[src/design/vagp_pkg.sv]
package vagp_pkg;

    localparam int FRAME_SAMPLES = 1024;
    localparam int PREROLL_DEPTH = 8;
    localparam int BACKLOG_DEPTH = 8;

    localparam int PRE_IW = (PREROLL_DEPTH > 8) ? 4 : 3;
    localparam int BKL_IW = (BACKLOG_DEPTH > 8) ? 4 : 3;
    localparam int CNT_W = 4;
    localparam int SUM_W = 26;
    localparam int CMP_W = 34;

    localparam logic [15:0] ALWAYS_VOICE = 16'hFFFF;
    localparam logic [SUM_W-1:0] SUM_MAX = {SUM_W{1'b1}};

    localparam logic [15:0] RST_VOICE_THRESHOLD = 16'd250;
    localparam logic [7:0] RST_DEBOUNCE_FRAMES = 8'd3;
    localparam logic [31:0] RST_SILENCE_HOLD_MS = 32'd10000;
    localparam logic [31:0] RST_FORCE_HOLD_MS = 32'd50000;

    localparam logic [1:0] REG_VOICE_THRESHOLD = 2'd0;
    localparam logic [1:0] REG_DEBOUNCE_FRAMES = 2'd1;
    localparam logic [1:0] REG_SILENCE_HOLD_MS = 2'd2;
    localparam logic [1:0] REG_FORCE_HOLD_MS = 2'd3;

    localparam logic [2:0] ACT_STORE_PREROLL = 3'd0;
    localparam logic [2:0] ACT_FORWARD_LIVE = 3'd1;
    localparam logic [2:0] ACT_REPLAY_PREROLL = 3'd2;
    localparam logic [2:0] ACT_FLUSH_BACKLOG = 3'd3;
    localparam logic [2:0] ACT_DROP_LIVE = 3'd4;

    typedef struct packed {
        logic signed [15:0] sample;
        logic frame_last;
        logic [31:0] now_ms;
        logic wake_event;
        logic force_press;
    } vagp_in_t;

    typedef struct packed {
        logic [2:0] frame_action;
        logic [2:0] write_slot;
        logic [2:0] read_slot;
        logic recording;
        logic sleeping;
        logic started;
        logic stopped;
        logic voiced;
    } vagp_out_t;

endpackage

[src/design/voice_activity_gate_preroll.sv]
// Amplitude voice-activity gate with debounce, silence hold and pre-roll replay. The block
// takes one PCM sample per request and can accept a request in every clock cycle unless a
// stalled result holds it. Sample magnitudes are summed over each frame; the sample marked
// frame_last closes the frame, and its frame decision appears in the output register in the
// cycle after that request is accepted. The output register is the only buffer: a new
// sample is accepted whenever that register is empty or its result is taken in the same
// cycle, so a stalled result holds the input side for as long as it waits. Samples that are
// not the last of a frame give no result. The user must write configuration registers only
// through the plain write port while no frame is in flight; the block does not enforce it.
module voice_activity_gate_preroll (
    input  logic               clk,
    input  logic               rst_n,
    input  logic               cfg_write,
    input  logic [1:0]         cfg_index,
    input  logic [31:0]        cfg_data,
    input  logic               in_valid,
    output logic               in_ready,
    input  vagp_pkg::vagp_in_t in_data,
    output logic               out_valid,
    input  logic               out_ready,
    output vagp_pkg::vagp_out_t out_data
);
    import vagp_pkg::*;

    logic [15:0] voice_threshold_reg;
    logic [7:0] debounce_frames_reg;
    logic [31:0] silence_hold_ms_reg;
    logic [31:0] force_hold_ms_reg;

    logic [SUM_W-1:0] amplitude_sum_reg, amplitude_sum_next;
    logic is_recording_reg, is_recording_next;
    logic is_sleeping_reg, is_sleeping_next;
    logic [7:0] voice_streak_reg, voice_streak_next;
    logic [31:0] last_voice_time_reg, last_voice_time_next;
    logic [31:0] force_deadline_reg, force_deadline_next;
    logic [PRE_IW-1:0] preroll_write_index_reg, preroll_write_index_next;
    logic [CNT_W-1:0] preroll_count_reg, preroll_count_next;
    logic [PRE_IW-1:0] replay_index_reg, replay_index_next;
    logic [CNT_W-1:0] replay_pending_reg, replay_pending_next;
    logic [BKL_IW-1:0] backlog_read_index_reg, backlog_read_index_next;
    logic [BKL_IW-1:0] backlog_write_index_reg, backlog_write_index_next;
    logic [CNT_W-1:0] backlog_count_reg, backlog_count_next;

    logic out_valid_reg, out_valid_next;
    vagp_out_t out_data_reg, out_data_next;

    logic accept;
    logic [16:0] mag;
    logic [SUM_W:0] acc_sum;
    logic [SUM_W-1:0] acc_sat;
    logic [CMP_W-1:0] threshold_target;
    logic [32:0] deadline_sum;
    logic force_active;
    logic voiced;
    logic [31:0] silence_span;
    logic [CNT_W-1:0] replay_n;
    logic [CNT_W-1:0] replay_mod;
    logic [CNT_W:0] replay_base_raw;
    logic [PRE_IW-1:0] replay_base;
    logic [2:0] action;
    logic [PRE_IW-1:0] wslot_pre;
    logic [BKL_IW-1:0] wslot_bkl;
    logic [PRE_IW-1:0] rslot_pre;
    logic [BKL_IW-1:0] rslot_bkl;
    logic use_bkl_wslot;
    logic use_bkl_rslot;
    logic started;
    logic stopped;

    assign in_ready = !out_valid_reg || out_ready;
    assign accept = in_valid && in_ready;
    assign out_valid = out_valid_reg;
    assign out_data = out_data_reg;

    assign mag = in_data.sample[15] ? (17'h10000 - {1'b0, in_data.sample}) : {1'b0, in_data.sample};
    assign acc_sum = {1'b0, amplitude_sum_reg} + {{(SUM_W-16){1'b0}}, mag};
    assign acc_sat = acc_sum[SUM_W] ? SUM_MAX : acc_sum[SUM_W-1:0];
    assign threshold_target = {{(CMP_W-16){1'b0}}, voice_threshold_reg} * CMP_W'(FRAME_SAMPLES);
    assign deadline_sum = {1'b0, in_data.now_ms} + {1'b0, force_hold_ms_reg};

    assign replay_n = (preroll_count_reg > CNT_W'(BACKLOG_DEPTH)) ? CNT_W'(BACKLOG_DEPTH)
                                                                  : preroll_count_reg;
    assign replay_mod = (replay_n < CNT_W'(PREROLL_DEPTH)) ? replay_n
                                                           : replay_n - CNT_W'(PREROLL_DEPTH);
    assign replay_base_raw = (CNT_W+1)'(preroll_write_index_reg) + (CNT_W+1)'(PREROLL_DEPTH)
                             - (CNT_W+1)'(replay_mod);
    assign replay_base = (replay_base_raw >= (CNT_W+1)'(PREROLL_DEPTH))
                         ? PRE_IW'(replay_base_raw - (CNT_W+1)'(PREROLL_DEPTH))
                         : PRE_IW'(replay_base_raw);

    always_comb
    begin
        amplitude_sum_next = amplitude_sum_reg;
        is_recording_next = is_recording_reg;
        is_sleeping_next = is_sleeping_reg;
        voice_streak_next = voice_streak_reg;
        last_voice_time_next = last_voice_time_reg;
        force_deadline_next = force_deadline_reg;
        preroll_write_index_next = preroll_write_index_reg;
        preroll_count_next = preroll_count_reg;
        replay_index_next = replay_index_reg;
        replay_pending_next = replay_pending_reg;
        backlog_read_index_next = backlog_read_index_reg;
        backlog_write_index_next = backlog_write_index_reg;
        backlog_count_next = backlog_count_reg;
        out_valid_next = out_valid_reg && !out_ready;
        out_data_next = out_data_reg;
        force_active = 1'b0;
        voiced = 1'b0;
        silence_span = '0;
        action = ACT_FORWARD_LIVE;
        wslot_pre = '0;
        wslot_bkl = '0;
        rslot_pre = '0;
        rslot_bkl = '0;
        use_bkl_wslot = 1'b0;
        use_bkl_rslot = 1'b0;
        started = 1'b0;
        stopped = 1'b0;

        if (accept)
        begin
            if (!in_data.frame_last)
            begin
                amplitude_sum_next = acc_sat;
            end
            else
            begin
                amplitude_sum_next = '0;

                if (in_data.force_press)
                begin
                    force_deadline_next = deadline_sum[32] ? 32'hFFFF_FFFF : deadline_sum[31:0];
                end
                force_active = in_data.now_ms < force_deadline_next;

                if (in_data.wake_event || in_data.force_press)
                begin
                    voice_streak_next = '0;
                    last_voice_time_next = in_data.now_ms;
                    if (!force_active)
                    begin
                        is_recording_next = 1'b0;
                    end
                end

                voiced = (voice_threshold_reg == ALWAYS_VOICE)
                         || ({{(CMP_W-SUM_W){1'b0}}, acc_sat} >= threshold_target)
                         || force_active;

                if (voiced)
                begin
                    last_voice_time_next = in_data.now_ms;
                    if (!is_recording_next)
                    begin
                        if (voice_streak_next != 8'hFF)
                        begin
                            voice_streak_next = voice_streak_next + 8'd1;
                        end
                        if (voice_streak_next >= debounce_frames_reg)
                        begin
                            if (preroll_count_reg != '0)
                            begin
                                replay_index_next = replay_base;
                                replay_pending_next = replay_n;
                                preroll_write_index_next = '0;
                                preroll_count_next = '0;
                            end
                            is_recording_next = 1'b1;
                            is_sleeping_next = 1'b0;
                            started = 1'b1;
                        end
                    end
                end
                else
                begin
                    voice_streak_next = '0;
                    if (is_recording_next)
                    begin
                        silence_span = (in_data.now_ms >= last_voice_time_next)
                                       ? in_data.now_ms - last_voice_time_next : '0;
                        if (silence_span >= silence_hold_ms_reg)
                        begin
                            is_recording_next = 1'b0;
                            is_sleeping_next = 1'b1;
                            stopped = 1'b1;
                            preroll_write_index_next = '0;
                            preroll_count_next = '0;
                            replay_index_next = '0;
                            replay_pending_next = '0;
                            backlog_read_index_next = '0;
                            backlog_write_index_next = '0;
                            backlog_count_next = '0;
                        end
                    end
                end

                priority if (!is_recording_next)
                begin
                    action = ACT_STORE_PREROLL;
                    wslot_pre = preroll_write_index_next;
                    preroll_write_index_next =
                        (preroll_write_index_next == PRE_IW'(PREROLL_DEPTH - 1))
                        ? '0 : preroll_write_index_next + PRE_IW'(1);
                    if (preroll_count_next < CNT_W'(PREROLL_DEPTH))
                    begin
                        preroll_count_next = preroll_count_next + CNT_W'(1);
                    end
                end
                else if (replay_pending_next != '0)
                begin
                    if (backlog_count_next >= CNT_W'(BACKLOG_DEPTH))
                    begin
                        action = ACT_DROP_LIVE;
                    end
                    else
                    begin
                        action = ACT_REPLAY_PREROLL;
                        use_bkl_wslot = 1'b1;
                        wslot_bkl = backlog_write_index_next;
                        backlog_write_index_next =
                            (backlog_write_index_next == BKL_IW'(BACKLOG_DEPTH - 1))
                            ? '0 : backlog_write_index_next + BKL_IW'(1);
                        backlog_count_next = backlog_count_next + CNT_W'(1);
                        rslot_pre = replay_index_next;
                        replay_index_next = (replay_index_next == PRE_IW'(PREROLL_DEPTH - 1))
                                            ? '0 : replay_index_next + PRE_IW'(1);
                        replay_pending_next = replay_pending_next - CNT_W'(1);
                    end
                end
                else if (backlog_count_next != '0)
                begin
                    action = ACT_FLUSH_BACKLOG;
                    use_bkl_rslot = 1'b1;
                    use_bkl_wslot = 1'b1;
                    rslot_bkl = backlog_read_index_next;
                    backlog_read_index_next =
                        (backlog_read_index_next == BKL_IW'(BACKLOG_DEPTH - 1))
                        ? '0 : backlog_read_index_next + BKL_IW'(1);
                    wslot_bkl = backlog_write_index_next;
                    backlog_write_index_next =
                        (backlog_write_index_next == BKL_IW'(BACKLOG_DEPTH - 1))
                        ? '0 : backlog_write_index_next + BKL_IW'(1);
                end
                else
                begin
                    action = ACT_FORWARD_LIVE;
                end

                out_valid_next = 1'b1;
                out_data_next.frame_action = action;
                out_data_next.write_slot = use_bkl_wslot ? wslot_bkl[2:0] : wslot_pre[2:0];
                out_data_next.read_slot = use_bkl_rslot ? rslot_bkl[2:0] : rslot_pre[2:0];
                out_data_next.recording = is_recording_next;
                out_data_next.sleeping = is_sleeping_next;
                out_data_next.started = started;
                out_data_next.stopped = stopped;
                out_data_next.voiced = voiced;
            end
        end
    end

    always_ff @(posedge clk or negedge rst_n)
    begin
        if (!rst_n)
        begin
            voice_threshold_reg <= RST_VOICE_THRESHOLD;
            debounce_frames_reg <= RST_DEBOUNCE_FRAMES;
            silence_hold_ms_reg <= RST_SILENCE_HOLD_MS;
            force_hold_ms_reg <= RST_FORCE_HOLD_MS;
        end
        else if (cfg_write)
        begin
            unique case (cfg_index)
                REG_VOICE_THRESHOLD: voice_threshold_reg <= cfg_data[15:0];
                REG_DEBOUNCE_FRAMES: debounce_frames_reg <= cfg_data[7:0];
                REG_SILENCE_HOLD_MS: silence_hold_ms_reg <= cfg_data;
                REG_FORCE_HOLD_MS: force_hold_ms_reg <= cfg_data;
            endcase
        end
    end

    always_ff @(posedge clk or negedge rst_n)
    begin
        if (!rst_n)
        begin
            amplitude_sum_reg <= '0;
            is_recording_reg <= 1'b0;
            is_sleeping_reg <= 1'b0;
            voice_streak_reg <= '0;
            last_voice_time_reg <= '0;
            force_deadline_reg <= '0;
            preroll_write_index_reg <= '0;
            preroll_count_reg <= '0;
            replay_index_reg <= '0;
            replay_pending_reg <= '0;
            backlog_read_index_reg <= '0;
            backlog_write_index_reg <= '0;
            backlog_count_reg <= '0;
            out_valid_reg <= 1'b0;
        end
        else
        begin
            amplitude_sum_reg <= amplitude_sum_next;
            is_recording_reg <= is_recording_next;
            is_sleeping_reg <= is_sleeping_next;
            voice_streak_reg <= voice_streak_next;
            last_voice_time_reg <= last_voice_time_next;
            force_deadline_reg <= force_deadline_next;
            preroll_write_index_reg <= preroll_write_index_next;
            preroll_count_reg <= preroll_count_next;
            replay_index_reg <= replay_index_next;
            replay_pending_reg <= replay_pending_next;
            backlog_read_index_reg <= backlog_read_index_next;
            backlog_write_index_reg <= backlog_write_index_next;
            backlog_count_reg <= backlog_count_next;
            out_valid_reg <= out_valid_next;
        end
    end

    always_ff @(posedge clk)
    begin
        out_data_reg <= out_data_next;
    end

    a_frame_end_gives_result: assert property (@(posedge clk) disable iff (!rst_n)
        (in_valid && in_ready && in_data.frame_last) |=> out_valid)
        else $error("A frame end request did not load a result.");

    a_counts_in_range: assert property (@(posedge clk) disable iff (!rst_n)
        (preroll_count_reg <= CNT_W'(PREROLL_DEPTH))
        && (backlog_count_reg <= CNT_W'(BACKLOG_DEPTH)))
        else $error("A ring count is beyond its depth.");

    a_start_means_recording: assert property (@(posedge clk) disable iff (!rst_n)
        (out_valid && out_data.started) |-> (out_data.recording && !out_data.sleeping))
        else $error("A started frame is not recording.");

    a_stop_means_sleeping: assert property (@(posedge clk) disable iff (!rst_n)
        (out_valid && out_data.stopped)
        |-> (!out_data.recording && out_data.sleeping && !out_data.voiced))
        else $error("A stopped frame is not sleeping.");

    a_idle_stores_preroll: assert property (@(posedge clk) disable iff (!rst_n)
        (out_valid && !out_data.recording) |-> (out_data.frame_action == ACT_STORE_PREROLL))
        else $error("A frame outside recording was not stored in the pre-roll ring.");

endmodule
[config.mk]
export PLATFORM = sky130hd
export DESIGN_NAME = voice_activity_gate_preroll
export DESIGN_NICKNAME = d
export VERILOG_FILES = /design/src/design/vagp_pkg.sv /design/src/design/voice_activity_gate_preroll.sv
export SDC_FILE = /design/constraint.sdc
export NUM_CORES = 1
export LEC_CHECK = 0
export BUFFER_PORTS_ARGS = -buffer_cell sky130_fd_sc_hd__buf_2
export CAP_MARGIN = 10
export CORE_MARGIN = 3
export CORE_UTILIZATION = 60
export CTS_BUF_LIST = sky130_fd_sc_hd__clkbuf_16
export DETAILED_ROUTE_END_ITERATION = 10
export GPL_TIMING_DRIVEN = 1
export HOLD_SLACK_MARGIN = 0.08
export PLACE_DENSITY = 0.88
export REMOVE_ABC_BUFFERS = 1
export SLEW_MARGIN = 10
export SYNTH_ARGS = -nofsm -noshare
export SYNTH_HDL_FRONTEND = slang
export SYNTH_SLANG_ARGS = --single-unit
[constraint.sdc]
create_clock -name clk -period 8.8 [get_ports clk]
set_clock_uncertainty 0.1 [all_clocks]
set_input_delay 1.76 -clock clk [delete_from_list [all_inputs] [get_ports clk]]
set_output_delay 1.76 -clock clk [all_outputs]
set_load 0.05 [all_outputs]
# Word-level counts from Yosys, hierarchy flattened
# Cells that the tools add are included.
[word_totals] regBits=227 wordCells=222 out_inout_bits=16 inputBits=90
[op_classes] n_bitwise=2 n_reduce_logical=19 n_eq_ne=9 addsub=16 n_lt_le_gt_ge=10 n_mux=140
[ops] cell="$mux W32" n=9
[ops] cell="$mux W3" n=57
[ops] cell="$mux W4" n=31
[ops] cell="$mux W8" n=10
[ops] cell="$ge A32 B32 Y1" n=2
[ops] cell="$mux W26" n=2
[ops] cell="$add A32 B32 Y33" n=1
[ops] cell="$lt A32 B32 Y1" n=1
[ops] cell="$sub A32 B32 Y32" n=1
[ops] cell="$mux W1" n=29
[ops] cell="$add A26 B17 Y27" n=1
[ops] cell="$ge A26 B26 Y1" n=1
[ops] cell="$mux W17" n=1
[ops] cell="$sub A17 B16 Y17 const A" n=1
[ops] cell="$eq A16 B16 Y1 const B" n=1
[ops] cell="$add A3 B1 Y3 const B" n=4
[ops] cell="$eq A3 B3 Y1 const B" n=4
[ops] cell="$reduce_bool A4 Y1" n=3
[ops] cell="$reduce_and A2 Y1" n=5
[ops] cell="$add A4 B1 Y4 const B" n=2
[ops] cell="$add A8 B1 Y8 const B" n=1
[ops] cell="$ge A8 B8 Y1" n=1
[ops] cell="$lt A4 B4 Y1 const B" n=2
[ops] cell="$ne A8 B8 Y1 const B" n=1
[ops] cell="17 further kinds" n=25

# Logic depth before layout (Yosys ltp)
[logic_depth] depth_word=26 ltp_mapped=40 ltp_nobuf=36

# Least setup slack after synthesis
# No wires, ideal clock.
[synth_path] path_kind="input port to flip-flop" startpoint="input in_data[0] in the netlist's numbering" endpoint="register backlog_write_index_reg[0]" n_path_buf=6 slack_ns=-0.258 path_stages=36 arrival_time_ns=8.837 cell_sequence="clkbuf_1 or2_1 clkbuf_1 buf_1 mux2i_1 ha_1 a21o_1 a221o_1 nand2_1 o21ai_0 a211o_1 a21o_1 a31oi_1 nor4b_1 a2111oi_0 clkbuf_1 or2_1 ha_1 nand2b_1 a211o_1 o2111ai_1 nand4_1 nand4_1 a41oi_1 o21bai_1 or2_4 buf_2 clkbuf_1 nand2_1 ha_1 o21a_1 nor2_4 nor2_4 inv_2 o21ai_0 a32o_1"
[synth_via] elab_chain_len=19 word_cells_on_any_way=62 cone_classes="3 x add/sub; 5 x order compare; 2 x eq/ne; 48 x mux; 4 x reduce/logical"
[synth_lines] item="start: declaration" line_no="voice_activity_gate_preroll.sv:18" rtl="input vagp_pkg::vagp_in_t in_data,"
[synth_lines] item="branches (longest 18 deep; another with $sub A32 B32 Y32)"
[synth_lines] item="$mux W3 (*)" line_no="voice_activity_gate_preroll.sv:198" rtl="priority if (!is_recording_next)"
[synth_lines] item="end signal: assignment" line_no="voice_activity_gate_preroll.sv:315" rtl="backlog_write_index_reg <= backlog_write_index_next;"
[synth_lines] item="end: declaration" line_no="voice_activity_gate_preroll.sv:41" rtl="logic [BKL_IW-1:0] backlog_write_index_reg, backlog_write_index_next;"
# Mark *: on every way between the ends. The select of a mux whose other input is x is not followed.
# A chain may end at the register's enable or synchronous reset.

# Worst setup path after layout
[layout_path] startpoint="input in_data[0] in the netlist's numbering" endpoint="register out_data_reg, in the netlist out_data[9], data pin"
[layout_via] elab_chain_len=22 word_cells_on_any_way=74 cone_classes="2 x add/sub; 5 x order compare; 1 x eq/ne; 62 x mux; 4 x reduce/logical"
[layout_lines] item="branches (longest 21 deep; another with $sub A32 B32 Y32)"
[layout_lines] item="$mux W3 (*)" line_no="voice_activity_gate_preroll.sv:252" rtl="out_data_next.write_slot = use_bkl_wslot ? wslot_bkl[2:0] : wslot_pre[2:0];"
[layout_lines] item="end signal: assignment" line_no="voice_activity_gate_preroll.sv:323" rtl="out_data_reg <= out_data_next;"
[layout_lines] item="end: declaration" line_no="voice_activity_gate_preroll.sv:45" rtl="vagp_out_t out_data_reg, out_data_next;"
# Marks and branches as above.

==> summary.txt <==
Run status
  • Status: completed

Logic synthesis
  • Top post-synthesis cells by area: dfrtp_1 (29%), ha_1 (14%), mux2_2 (7.3%)
  • Most frequent cell after synthesis: dfrtp_1
  • Post-synth EDFFs: 14
  • Syn Inst Count: between 1.5k and 2k
  • Library cells used by synthesis: 86
  • Commonest cells in the netlist: dfrtp_1 (194), ha_1 (182), nand2_1 (144), nor2_1 (128), o21ai_0 (126)
  • Post-synth top area cell: dfrtp_1
  • Yosys warns: 0
  • Average cell area after synthesis: approximately 9.3 sq um
  • Seq/Total Area, Yosys: 0.344
  • Synthesis-stage register bit count: 227
  • Synth top area share: 0.289
  • Ys async rst share: 0.938
  • Mapped Area: 0.0168 sq mm
  • Main flop type after synthesis: dfrtp_1

GRT
  • Initial antenna violation count: 3
  • GRT Residual Overflow: 0
  • First-pass GRT wire length: 75.6 mm
  • Vias in the first global route: 15.3k
  • Largest net degree at the start of global routing: between 100 and 150
  • GRT Util Overall: 0.301

Layout
  • Layout cells sized above 1: 0.216
  • Fin area: 0.0194 sq mm
  • Filler cells: 1,963
  • Post-Layout Cell Count: 2,374
  • Area Growth Syn to Fin: 15.7%
  • Layout Nets: between 2k and 2.5k

Placement
  • DP Cell Count: between 2k and 2.5k
  • Buffers added on ports: 105
  • Final GP Congestion: 0.974
  • Area after DPL: 0.0184 sq mm
  • HPWL after DPL: 34.0 mm

Setup path
  • Critical path data required time: 9.00 ns
  • Slowest Stage Delay on Critical Path: 0.49 ns
  • Worst-case reg-to-reg path depth: 31
  • R2R setup slack: about 1.3 ns
  • Crit Path Category: in -> reg
  • Max FO, Critical Path: 19
  • Critical Path Slowest Stage Cell: a41oi_1
  • Most common cell type on the critical path: buf_4
  • Crit path DAT: around 8.7 ns
  • Worst reg2reg endpoint: out_data[9]
  • Critical Path End Type: register
  • Startpoint Class: primary input
  • Launch point of the worst reg-to-reg path: force_hold_ms_reg[1]

Route
  • Drt wl/cell: 19.7 um
  • Max Used Layer: met5
  • WL final: between 40 and 50 mm
  • Post-DR vias/cell: between 6 and 7
  • Antenna-violating nets left: 0
  • Met2 wire len: 22.4 mm
  • Met1 Wirelength: 19.0 mm
  • Routed via count: 15.1k
  • DR iter-0 viols: approximately 1.4k
  • DRC: 0
  • Routed length on met3: 3.71 mm
  • Pre-antenna DRT Iters: 5

STA
  • Slew Viols, Final: 0
  • Final Hold Slack: 0.383 ns
  • Setup violators final: 0
  • FMAX: 117 MHz
  • Slew headroom: 0.274
  • Worst Max-Slew Pin Slew: around 1.1 ns
  • Hold Fails Final Rpt: 0
  • TNS Setup: 0 ns
  • Fin crit share: 0.969
  • Final min period: between 8 and 9 ns

CTS
  • CTS buffer count: 26
  • Hold_buf cts: 0
  • Clock slew at reported path FFs: 0.06 ns
  • TritonCTS Sinks: between 200 and 250
  • CTS tree: yes
  • CTS Root Cell: clkbuf_16
  • H-tree level count: 1
  • Clock buffer depth: 3
  • Worst skew pair latency: 0.55 ns

Run
  • Max capacitance violation total: 0

Floorplanning
  • Top-Level Pins: 106
  • Die ar.: 0.0301 sq mm
  • Die height: 173 um
  • Num rows: 60
  • Starting density of the core: 0.617
  • Core ar.: 0.0273 sq mm
  • Die Span X: 173 um

Worst hold path
  • Min-Delay Startpoint: force_deadline_reg[28]
  • Worst hold path type: reg -> reg
  • WHS Path Cells: 2
  • Hold path endpoint: force_deadline_reg[28]

Power
  • Worst vdd ir: 0.171 mV
  • Power density cells: 257 mW/mm^2
  • Leakage: just over 9 nW
[kinds of logic after synthesis]
| kind of cell | after synthesis | share of synthesized area |
|---|---|---|
| buffers and inverters | 171 | 0.0386 |
| multiplexers | 145 | 0.0945 |
| AND/OR/NAND/NOR | 477 | 0.137 |
| XOR/XNOR | 90 | 0.0469 |
| flip-flops | 227 | 0.344 |
| AO/OA/AOI/OAI | 502 | 0.198 |
| adder cells (fa/ha/maj) | 186 | 0.140 |
| other | 1 | 0.000223 |
[report_power, final]
part	internal, mW	switching (mW)
clock network	0.638	0.445
registers	1.33	0.184
logic	1.07	1.32
[repair_timing]
| action | in CTS | in global routing |
|---|---|---|
| resized for setup | 0 | 28 |
| setup endpoints to repair | 0 | 27 |
| buffers inserted | 0 | 6 |
[through the flow]
stage	power (mW)	setup WS [ns]	utilization
final	4.99	0.269	0.713
after detailed placement	3.77	-0.332	0.675
after floorplan	3.05	-3.02	-
after global routing	5.31	-0.0679	0.713
after CTS	4.89	0.157	0.706
after global placement	3.66	-0.0793	0.675
[worst max-delay path by stage]
stage | start | endpoint | slack [ns] | depth (start not counted)
after floorplan | in_data[1] | backlog_write_index_reg[0] | -3.02 | 28
after global placement | in_data[39] | replay_index_reg[0] | -0.08 | 34
after global routing | in_data[39] | replay_index_reg[0] | -0.07 | 34
after CTS | in_data[36] | replay_index_reg[0] | 0.16 | 34
final | in_data[0] | out_data[9] | 0.27 | 34
after detailed placement | in_data[36] | replay_index_reg[0] | -0.33 | 34
[cell type report]
class,instances,area (sq um),share of cell area
antenna,2,5.00,0.000257
clock buffer,27,676,0.0348
clock inverter,21,166,0.00856
inverter,107,402,0.0207
multi-input combinational,1401,10500,0.542
sequential,227,5770,0.297
tap,372,465,0.0239
timing repair buffer,217,1410,0.0727
[per-layer routing]
metal | vias up | GRT usage
li1 | 6972 | -
met1 | 7234 | 0.390
met2 | 709 | 0.511
met3 | 149 | 0.0475
met4 | 4 | 0.110
met5 | - | 0
[critical path, delay by kind of cell]
kind	cells	cell delay (ns)
adder cells (fa/ha/maj)	4	1.15
AO/OA/AOI/OAI	15	3.38
buffers and inverters	7	1.10
AND/OR/NAND/NOR	8	1.31
[layout by cell type, fill, tap and decap left out, drive strengths merged, types with 8 or more instances in the layout]
cell type and n:
a2111oi 8, a211oi 23, a21o 40, a21oi 98
a22o 27, a31oi 14, and2 20, and3 12
buf 217, clkbuf 27, clkinv 12, dfrtp 194
dfstp 19, edfxtp 14, ha 182, inv 112
mux2 109, mux2i 36, nand2 144, nand2b 27
nand3 27, nand4 31, nor2 130, nor2b 15
nor3 22, nor4 10, o211ai 10, o21a 15
o21ai 134, o21bai 16, o22a 12, o22ai 38
o31ai 12, or2 11, xnor2 59, xor2 31
(Power assumes the default switching activity.)
